File: src/rtl/sn3_pkg.sv
// Shared constants, types and lookup tables for the 3D simplex noise pipeline.
// No dependencies; every other file imports this package.
package sn3_pkg;

    // Number formats
    localparam int COORD_WIDTH     = 32;
    localparam int COORD_FRAC_BITS = 16;
    localparam int OUT_WIDTH       = 16;
    localparam int INT_FRAC        = 24;

    // Pipeline depth from start to done
    localparam int LATENCY = 12;

    // Skew sum and its floor division by three (split in two narrow halves)
    localparam int SUM_W    = COORD_WIDTH + 3;
    localparam int SPLIT    = 18;
    localparam int HI_W     = SUM_W - SPLIT;
    localparam int LO_W     = SPLIT + 2;
    localparam int HI_K     = HI_W + 1;
    localparam int LO_K     = LO_W + 1;
    localparam int HI_PW    = HI_W + HI_K;
    localparam int LO_PW    = LO_W + LO_K;
    localparam logic [HI_K-1:0] HI_M = HI_K'(((64'd1 << HI_K) + 64'd2) / 64'd3);
    localparam logic [LO_K-1:0] LO_M = LO_K'(((64'd1 << LO_K) + 64'd2) / 64'd3);
    localparam logic [SUM_W-1:0] SUM_BIAS = SUM_W'(64'd3 << (SUM_W - 2));
    localparam logic [SUM_W-1:0] S_BIAS   = SUM_W'(64'd1 << (SUM_W - 2));
    localparam int S_W = COORD_WIDTH + 2;

    // Base offsets and corner offsets, in units of 2^-F/6
    localparam int NB_W = COORD_FRAC_BITS + 5;
    localparam int N_W  = COORD_FRAC_BITS + 7;
    localparam int UP_SHIFT = INT_FRAC - COORD_FRAC_BITS - 1;
    localparam int W_W  = N_W + UP_SHIFT;
    localparam logic signed [N_W-1:0] STEP_SIX = N_W'(64'd6 << COORD_FRAC_BITS);
    localparam logic signed [N_W-1:0] UNIT_ONE = N_W'(64'd1 << COORD_FRAC_BITS);

    // Conversion to Q.INT_FRAC: biased unsigned value times reciprocal of three
    localparam int U_W    = INT_FRAC + 5;
    localparam int CONV_K = U_W + 1;
    localparam int PROD_W = U_W + CONV_K;
    localparam logic [CONV_K-1:0] CONV_M = CONV_K'(((64'd1 << CONV_K) + 64'd2) / 64'd3);
    localparam logic [W_W-1:0] CONV_BIAS = W_W'(64'd3 << (U_W - 2));
    localparam int Q_W = PROD_W - CONV_K;
    localparam logic [Q_W:0] CONV_OFS = (Q_W + 1)'(64'd1 << (U_W - 2));

    // Falloff widths
    localparam int O_W    = INT_FRAC + 3;
    localparam int SQ_W   = 2 * INT_FRAC + 3;
    localparam int SUMSQ_W = SQ_W + 1;
    localparam int R2_W   = SUMSQ_W - INT_FRAC;
    localparam int T_W    = INT_FRAC;
    localparam int T2_W   = INT_FRAC - 1;
    localparam int T4_W   = INT_FRAC - 3;
    localparam int DOT_W  = O_W + 2;
    localparam int TERM_W = T4_W + 1 + DOT_W;
    localparam int ACC_W  = TERM_W + 2;
    localparam int RES_SHIFT = 2 * INT_FRAC - 4 - OUT_WIDTH;
    localparam int RES_W  = ACC_W - RES_SHIFT;
    localparam logic [R2_W-1:0] T_HALF = R2_W'(64'd1 << (INT_FRAC - 1));

    // Item after skew and floor: wrapped cell, fraction bits, sum mod 3
    typedef struct packed {
        logic [2:0][7:0]                 cw;
        logic [2:0][COORD_FRAC_BITS-1:0] fa;
        logic [1:0]                      rem;
    } cell_t;

    // One corner after hashing: permutation output and scaled offsets
    typedef struct packed {
        logic [7:0]             h;
        logic [2:0][PROD_W-1:0] prod;
    } corner_t;

    localparam logic [7:0] PERM_TAB [0:255] = '{
        8'd151, 8'd160, 8'd137, 8'd91, 8'd90, 8'd15, 8'd131, 8'd13, 8'd201, 8'd95,
        8'd96, 8'd53, 8'd194, 8'd233, 8'd7, 8'd225, 8'd140, 8'd36, 8'd103, 8'd30,
        8'd69, 8'd142, 8'd8, 8'd99, 8'd37, 8'd240, 8'd21, 8'd10, 8'd23, 8'd190,
        8'd6, 8'd148, 8'd247, 8'd120, 8'd234, 8'd75, 8'd0, 8'd26, 8'd197, 8'd62,
        8'd94, 8'd252, 8'd219, 8'd203, 8'd117, 8'd35, 8'd11, 8'd32, 8'd57, 8'd177,
        8'd33, 8'd88, 8'd237, 8'd149, 8'd56, 8'd87, 8'd174, 8'd20, 8'd125, 8'd136,
        8'd171, 8'd168, 8'd68, 8'd175, 8'd74, 8'd165, 8'd71, 8'd134, 8'd139, 8'd48,
        8'd27, 8'd166, 8'd77, 8'd146, 8'd158, 8'd231, 8'd83, 8'd111, 8'd229, 8'd122,
        8'd60, 8'd211, 8'd133, 8'd230, 8'd220, 8'd105, 8'd92, 8'd41, 8'd55, 8'd46,
        8'd245, 8'd40, 8'd244, 8'd102, 8'd143, 8'd54, 8'd65, 8'd25, 8'd63, 8'd161,
        8'd1, 8'd216, 8'd80, 8'd73, 8'd209, 8'd76, 8'd132, 8'd187, 8'd208, 8'd89,
        8'd18, 8'd169, 8'd200, 8'd196, 8'd135, 8'd130, 8'd116, 8'd188, 8'd159, 8'd86,
        8'd164, 8'd100, 8'd109, 8'd198, 8'd173, 8'd186, 8'd3, 8'd64, 8'd52, 8'd217,
        8'd226, 8'd250, 8'd124, 8'd123, 8'd5, 8'd202, 8'd38, 8'd147, 8'd118, 8'd126,
        8'd255, 8'd82, 8'd85, 8'd212, 8'd207, 8'd206, 8'd59, 8'd227, 8'd47, 8'd16,
        8'd58, 8'd17, 8'd182, 8'd189, 8'd28, 8'd42, 8'd223, 8'd183, 8'd170, 8'd213,
        8'd119, 8'd248, 8'd152, 8'd2, 8'd44, 8'd154, 8'd163, 8'd70, 8'd221, 8'd153,
        8'd101, 8'd155, 8'd167, 8'd43, 8'd172, 8'd9, 8'd129, 8'd22, 8'd39, 8'd253,
        8'd19, 8'd98, 8'd108, 8'd110, 8'd79, 8'd113, 8'd224, 8'd232, 8'd178, 8'd185,
        8'd112, 8'd104, 8'd218, 8'd246, 8'd97, 8'd228, 8'd251, 8'd34, 8'd242, 8'd193,
        8'd238, 8'd210, 8'd144, 8'd12, 8'd191, 8'd179, 8'd162, 8'd241, 8'd81, 8'd51,
        8'd145, 8'd235, 8'd249, 8'd14, 8'd239, 8'd107, 8'd49, 8'd192, 8'd214, 8'd31,
        8'd181, 8'd199, 8'd106, 8'd157, 8'd184, 8'd84, 8'd204, 8'd176, 8'd115, 8'd121,
        8'd50, 8'd45, 8'd127, 8'd4, 8'd150, 8'd254, 8'd138, 8'd236, 8'd205, 8'd93,
        8'd222, 8'd114, 8'd67, 8'd29, 8'd24, 8'd72, 8'd243, 8'd141, 8'd128, 8'd195,
        8'd78, 8'd66, 8'd215, 8'd61, 8'd156, 8'd180
    };

    // Edge gradients, components as -1, 0, +1
    localparam logic signed [1:0] GRAD_TAB [0:11][0:2] = '{
        '{2'sd1, 2'sd1, 2'sd0}, '{-2'sd1, 2'sd1, 2'sd0},
        '{2'sd1, -2'sd1, 2'sd0}, '{-2'sd1, -2'sd1, 2'sd0},
        '{2'sd1, 2'sd0, 2'sd1}, '{-2'sd1, 2'sd0, 2'sd1},
        '{2'sd1, 2'sd0, -2'sd1}, '{-2'sd1, 2'sd0, -2'sd1},
        '{2'sd0, 2'sd1, 2'sd1}, '{2'sd0, -2'sd1, 2'sd1},
        '{2'sd0, 2'sd1, -2'sd1}, '{2'sd0, -2'sd1, -2'sd1}
    };

    // Reduce a hash byte modulo 12 by reciprocal multiply
    function automatic logic [3:0] mod12(input logic [7:0] h);
        logic [15:0] p;
        logic [4:0]  q;
        p = 16'(h) * 16'd171;
        q = p[15:11];
        return 4'(h - 8'(q) * 8'd12);
    endfunction

    // Dot product of an edge gradient with one offset vector
    function automatic logic signed [DOT_W-1:0] grad_dot(
        input logic [3:0]            gi,
        input logic signed [O_W-1:0] o0,
        input logic signed [O_W-1:0] o1,
        input logic signed [O_W-1:0] o2
    );
        logic signed [DOT_W-1:0] acc;
        logic signed [O_W-1:0]   ov [0:2];
        acc = '0;
        ov[0] = o0;
        ov[1] = o1;
        ov[2] = o2;
        for (int a = 0; a < 3; a++)
        begin
            if (GRAD_TAB[gi][a] == 2'sd1)
                acc = acc + DOT_W'(ov[a]);
            else if (GRAD_TAB[gi][a] == -2'sd1)
                acc = acc - DOT_W'(ov[a]);
        end
        return acc;
    endfunction

endpackage

File: src/rtl/sn3_skew.sv
// Skew and floor stages: sum divided by three, then cell index and fraction.
// Depends on sn3_pkg.
module sn3_skew
    import sn3_pkg::*;
(
    input  logic                          clk,
    input  logic                          rst_n,
    input  logic                          in_valid,
    input  logic signed [COORD_WIDTH-1:0] coord_x,
    input  logic signed [COORD_WIDTH-1:0] coord_y,
    input  logic signed [COORD_WIDTH-1:0] coord_z,
    output logic                          out_valid,
    output cell_t                         out_cell
);

    logic v1_reg, v2_reg, v3_reg;

    logic signed [COORD_WIDTH-1:0] x1_reg [0:2];
    logic signed [COORD_WIDTH-1:0] x2_reg [0:2];
    logic [HI_W-1:0] qh_reg, qh_next;
    logic [1:0]      rh_reg, rh_next;
    logic [SPLIT-1:0] ul_reg;
    logic signed [S_W-1:0] s_reg, s_next;
    logic [1:0]      rem_reg, rem_next;
    cell_t           cell_reg, cell_next;

    logic signed [SUM_W-1:0] sum_w;
    logic [SUM_W-1:0]        u_w;
    logic [HI_W-1:0]         uh;
    logic [HI_PW-1:0]        hi_prod;
    logic [LO_W-1:0]         v_w;
    logic [LO_PW-1:0]        lo_prod;
    logic [LO_W-1:0]         ql;
    logic [SUM_W-1:0]        q_all;

    // Stage 1: biased sum, high half divided by three
    always_comb
    begin
        sum_w   = SUM_W'(coord_x) + SUM_W'(coord_y) + SUM_W'(coord_z);
        u_w     = unsigned'(sum_w) + SUM_BIAS;
        uh      = u_w[SUM_W-1:SPLIT];
        hi_prod = HI_PW'(uh) * HI_PW'(HI_M);
        qh_next = HI_W'(hi_prod[HI_PW-1:HI_K]);
        rh_next = 2'(uh - qh_next - (qh_next << 1));
    end

    // Stage 2: remainder joins low half, finish floor(sum/3)
    always_comb
    begin
        v_w      = {rh_reg, ul_reg};
        lo_prod  = LO_PW'(v_w) * LO_PW'(LO_M);
        ql       = LO_W'(lo_prod[LO_PW-1:LO_K]);
        rem_next = 2'(v_w - ql - (ql << 1));
        q_all    = {qh_reg, {SPLIT{1'b0}}} + SUM_W'(ql);
        s_next   = signed'(S_W'(q_all - S_BIAS));
    end

    // Stage 3: skewed coordinate, wrapped cell and fraction
    always_comb
    begin
        logic signed [S_W-1:0] a_w;
        cell_next.rem = rem_reg;
        for (int k = 0; k < 3; k++)
        begin
            a_w = S_W'(x2_reg[k]) + s_reg;
            cell_next.cw[k] = a_w[COORD_FRAC_BITS+7:COORD_FRAC_BITS];
            cell_next.fa[k] = a_w[COORD_FRAC_BITS-1:0];
        end
    end

    // Advance valid bits
    always_ff @(posedge clk or negedge rst_n)
    begin
        if (!rst_n)
        begin
            v1_reg <= 1'b0;
            v2_reg <= 1'b0;
            v3_reg <= 1'b0;
        end
        else
        begin
            v1_reg <= in_valid;
            v2_reg <= v1_reg;
            v3_reg <= v2_reg;
        end
    end

    // Hold payload per stage
    always_ff @(posedge clk)
    begin
        x1_reg[0] <= coord_x;
        x1_reg[1] <= coord_y;
        x1_reg[2] <= coord_z;
        qh_reg    <= qh_next;
        rh_reg    <= rh_next;
        ul_reg    <= u_w[SPLIT-1:0];
        x2_reg    <= x1_reg;
        s_reg     <= s_next;
        rem_reg   <= rem_next;
        cell_reg  <= cell_next;
    end

    assign out_valid = v3_reg;
    assign out_cell  = cell_reg;

endmodule

File: config.mk
export PLATFORM = sky130hd
export DESIGN_NAME = sn3_skew
export DESIGN_NICKNAME = d
export VERILOG_FILES = /design/src/rtl/sn3_pkg.sv /design/src/rtl/sn3_skew.sv
export SDC_FILE = /design/constraint.sdc
export NUM_CORES = 1
export LEC_CHECK = 0
export BUFFER_PORTS_ARGS = -buffer_cell sky130_fd_sc_hd__buf_2
export CORE_ASPECT_RATIO = 0.5
export CORE_UTILIZATION = 55
export CTS_CLUSTER_SIZE = 20
export DETAILED_ROUTE_END_ITERATION = 12
export PLACE_DENSITY = 0.7
export SLEW_MARGIN = 0
export SYNTH_ARGS = -nofsm -noshare
export SYNTH_HDL_FRONTEND = slang
export SYNTH_SLANG_ARGS = --single-unit
File: constraint.sdc
create_clock -name clk -period 8.45 [get_ports clk]
set_clock_uncertainty 0.1 [all_clocks]
set_input_delay 0.845 -clock clk [delete_from_list [all_inputs] [get_ports clk]]
set_output_delay 0.845 -clock clk [all_outputs]
set_load 0.05 [all_outputs]
==> flow_metrics.env <==
export IMPL_design_die_area_mm2=0.0411
export IMPL_synth_warnings=0
export IMPL_pin_count=174
export IMPL_overflow=0
export IMPL_syn_nets=2930
export IMPL_tightest_slew_ns=0.883
export IMPL_viasPerCell=5.05
export IMPL_worstPathRequired_ns=8.75
export IMPL_yosys_area_share_xor_xnor=0.0595
export IMPL_path_class="input port to flip-flop"
export IMPL_coreArea_mm2=0.0393
export IMPL_path_clk_slew_ns=0.07
export IMPL_drc=0
export IMPL_vias=15519
export IMPL_syn_cell_area_mm2=0.0222
export IMPL_die_x_um=286
export IMPL_cp_slowest_cell="fa_1"
export IMPL_drv_cap=0
export IMPL_synth_seq_area_share=0.247
export IMPL_finalNetCount=3280
export IMPL_grt_first_pass_wirelength_um=80000
export IMPL_max_clock_freq_ghz=0.118
export IMPL_ctsLongestPathBuffers=3
export IMPL_synth_seq_cells=273
export IMPL_synth_top_family_by_area="adder cells"
export IMPL_drive_above_1_share=0.197
export IMPL_multi_input_area_mm2=0.0156
export IMPL_rsz0062_at_grt="true"
export IMPL_status="finished, violations left"
export IMPL_dp_hpwl_um=42100
export IMPL_largest_reg_flops=74
export IMPL_wl_per_cell_um=16.3
export IMPL_holdPathStages=0
export IMPL_finalWorstSetupSlack_ns=-0.0285
export IMPL_wl_um=50000
export IMPL_synth_most_common_cell="inv_1"
export IMPL_synth_commonest_cells="529 x inv_1, 412 x ha_1, 270 x dfxtp_1"
export IMPL_crit_path_max_fanout=4
export IMPL_synthAdderAreaFrac=0.451
export IMPL_synth_area_leader_cell="dfxtp_1"
export IMPL_arrival_ns=8.78
export IMPL_firstDrtPassIters=5
export IMPL_regArea_mm2=0.00548
export IMPL_grt_max_degree=18
export IMPL_synth_mux_area_fraction=0.00226
export IMPL_slew_violations=0
export IMPL_finalHoldViolations=0
export IMPL_violations="setup timing"
export IMPL_critical_path_max_stage_delay_ns=0.55
export IMPL_postSynthAreaPerCell_um2=10.2
export IMPL_synthArstFlopShare=0.0110
export IMPL_yosys_area_share_simple=0.0591
export IMPL_start_kind="input port"
export IMPL_gp_congestion=0.946
export IMPL_first_global_vias=15913
export IMPL_path_common_cell="fa_1"
export IMPL_fp_dieH_um=144
export IMPL_synth_main_ff_cell="dfxtp_1"
export IMPL_dp_cells=3010
export IMPL_hold_class="flip-flop to flip-flop"
export IMPL_port_buffers=173
export IMPL_cts_made_buffers=23
export IMPL_cts_htree_levels=1
export IMPL_synthTopCellsByArea="dfxtp_1 24%, ha_1 23%, fa_1 22%"
export IMPL_ff2ff_path_depth=24
export IMPL_start_util=0.564
export IMPL_root_buffer="clkbuf_16"
export IMPL_antenna_found_initial=0
export IMPL_clkLatencyLatePin_ns=0.53
export IMPL_min_period_ns=8.48
export IMPL_cts_tree="yes"
export IMPL_period_share=1.00
export IMPL_synthCells=2177
export IMPL_drt_iter0_markers=822
export IMPL_row_count=51
export IMPL_ant_nets=0
export IMPL_slew_headroom=0.396
export IMPL_track_usage=0.249
export IMPL_yosys_cell_types_count=79
export IMPL_fillers=3051
export IMPL_num_antenna_cells=0
export IMPL_setup_violations_final=2
export IMPL_synthDominantCellAreaShare=0.244
export IMPL_stdcell_count=3073
export IMPL_cts_sinks=273
export IMPL_synth_compound_area_frac=0.0894
export IMPL_endpoint_kind="flip-flop"
export IMPL_synth_edf_count=0
export IMPL_syn_to_final_growth_pct=20.1
export IMPL_setup_tns_ns=-0.0300
## metrics by stage
step           utilization  setup WS, ns  area, µm²  hold WS (ns)
5_1_grt              0.677        -0.291      26600         0.229
2_1_floorplan            -        -0.140      22300         0.210
6_report             0.677       -0.0285      26600         0.220
4_1_cts              0.664       -0.0971      26100         0.219
3_3_place_gp         0.632        -0.776      24800         0.210
3_5_place_dp         0.632        -0.901      24800         0.212
## cell families after synthesis
group,count (synthesis)
simple gates,264
buf+inv,536
xor+xnor,149
fa+ha+maj,654
flops,273
compound gates,296
mux,5
## layout by cell type (no fill, tap or decap), types with 6 or more instances in the layout
cell type  Yosys  routed
xor2_1        42      41
ha_1         412     368
buf_2          1     171
nor3_1        16      16
o21ai_0       48      47
and3_1        11      10
o21ai_1       14      10
a21o_1        35      35
fa_1         242     241
nand2b_1      15      15
nand3_1       21      19
and2_1         7       6
inv_2          2      10
buf_4          0     151
nand2_1       56      53
o21bai_1       7       7
clkbuf_16      0      23
a211o_1        6       6
a21oi_1       82      74
a211oi_1      12      10
o21a_1        28      27
nor2_1        82      78
xnor2_1      106      96
nor2b_1       15      15
clkbuf_8       0       6
inv_1        529     519
dfxtp_1      270     270
nand4_1        7       7
xnor2_2        0       6
ha_4           0      40
or3_1          8       7
## final cells by class
class / instances / area share
multi-input cells: 1368 / 0.587
flip-flops and latches: 273 / 0.206
repair buffers: 330 / 0.0787
inverters: 531 / 0.0751
well taps: 530 / 0.0249
clock buffers: 30 / 0.0249
clock inverters: 11 / 0.00367
## metal layers
layer	global-route usage	vias to the layer above	wire length, µm	share of wire
li1	-	7704	-	-
met1	0.333	7488	23200	0.46
met2	0.440	262	24000	0.48
met3	0.0306	65	1850	0.037
met4	0.0425	0	908	0.018
met5	0	-	0	0
## critical path: cells and delay by family
family	cells	cell delay, ns
AND/OR/NAND/NOR	4	0.93
multiplexers	1	0.26
buffers and inverters	8	0.62
XOR/XNOR	2	0.25
AO/OA/AOI/OAI	10	2.00
adder cells (fa/ha/maj)	10	3.88
## timing repair
item,CTS,global route
setup endpoints to repair,7,7
endpoints found under the hold margin,3,0
hold buffers,1,0
buffers inserted,11,10
gates resized for setup,63,57
pin swaps,74,77
## final timing paths
kind | startpoint | to | slack (ns)
min in group asynchronous | rst_n | out_valid | 0.54
setup / recovery | coord_z[12] | qh_reg[5] | -0.03
hold reg to reg | x1_reg[74] | x2_reg[74] | 0.22
hold / removal | x1_reg[74] | x2_reg[74] | 0.22
max in group asynchronous | rst_n | v2_reg | 7.60
setup reg to reg | ul_reg[9] | s_reg[22] | 0.99
Power is left out: the tool's default activity adds up to more than one toggle a clock period on the data nets, which glitch-free logic cannot reach.
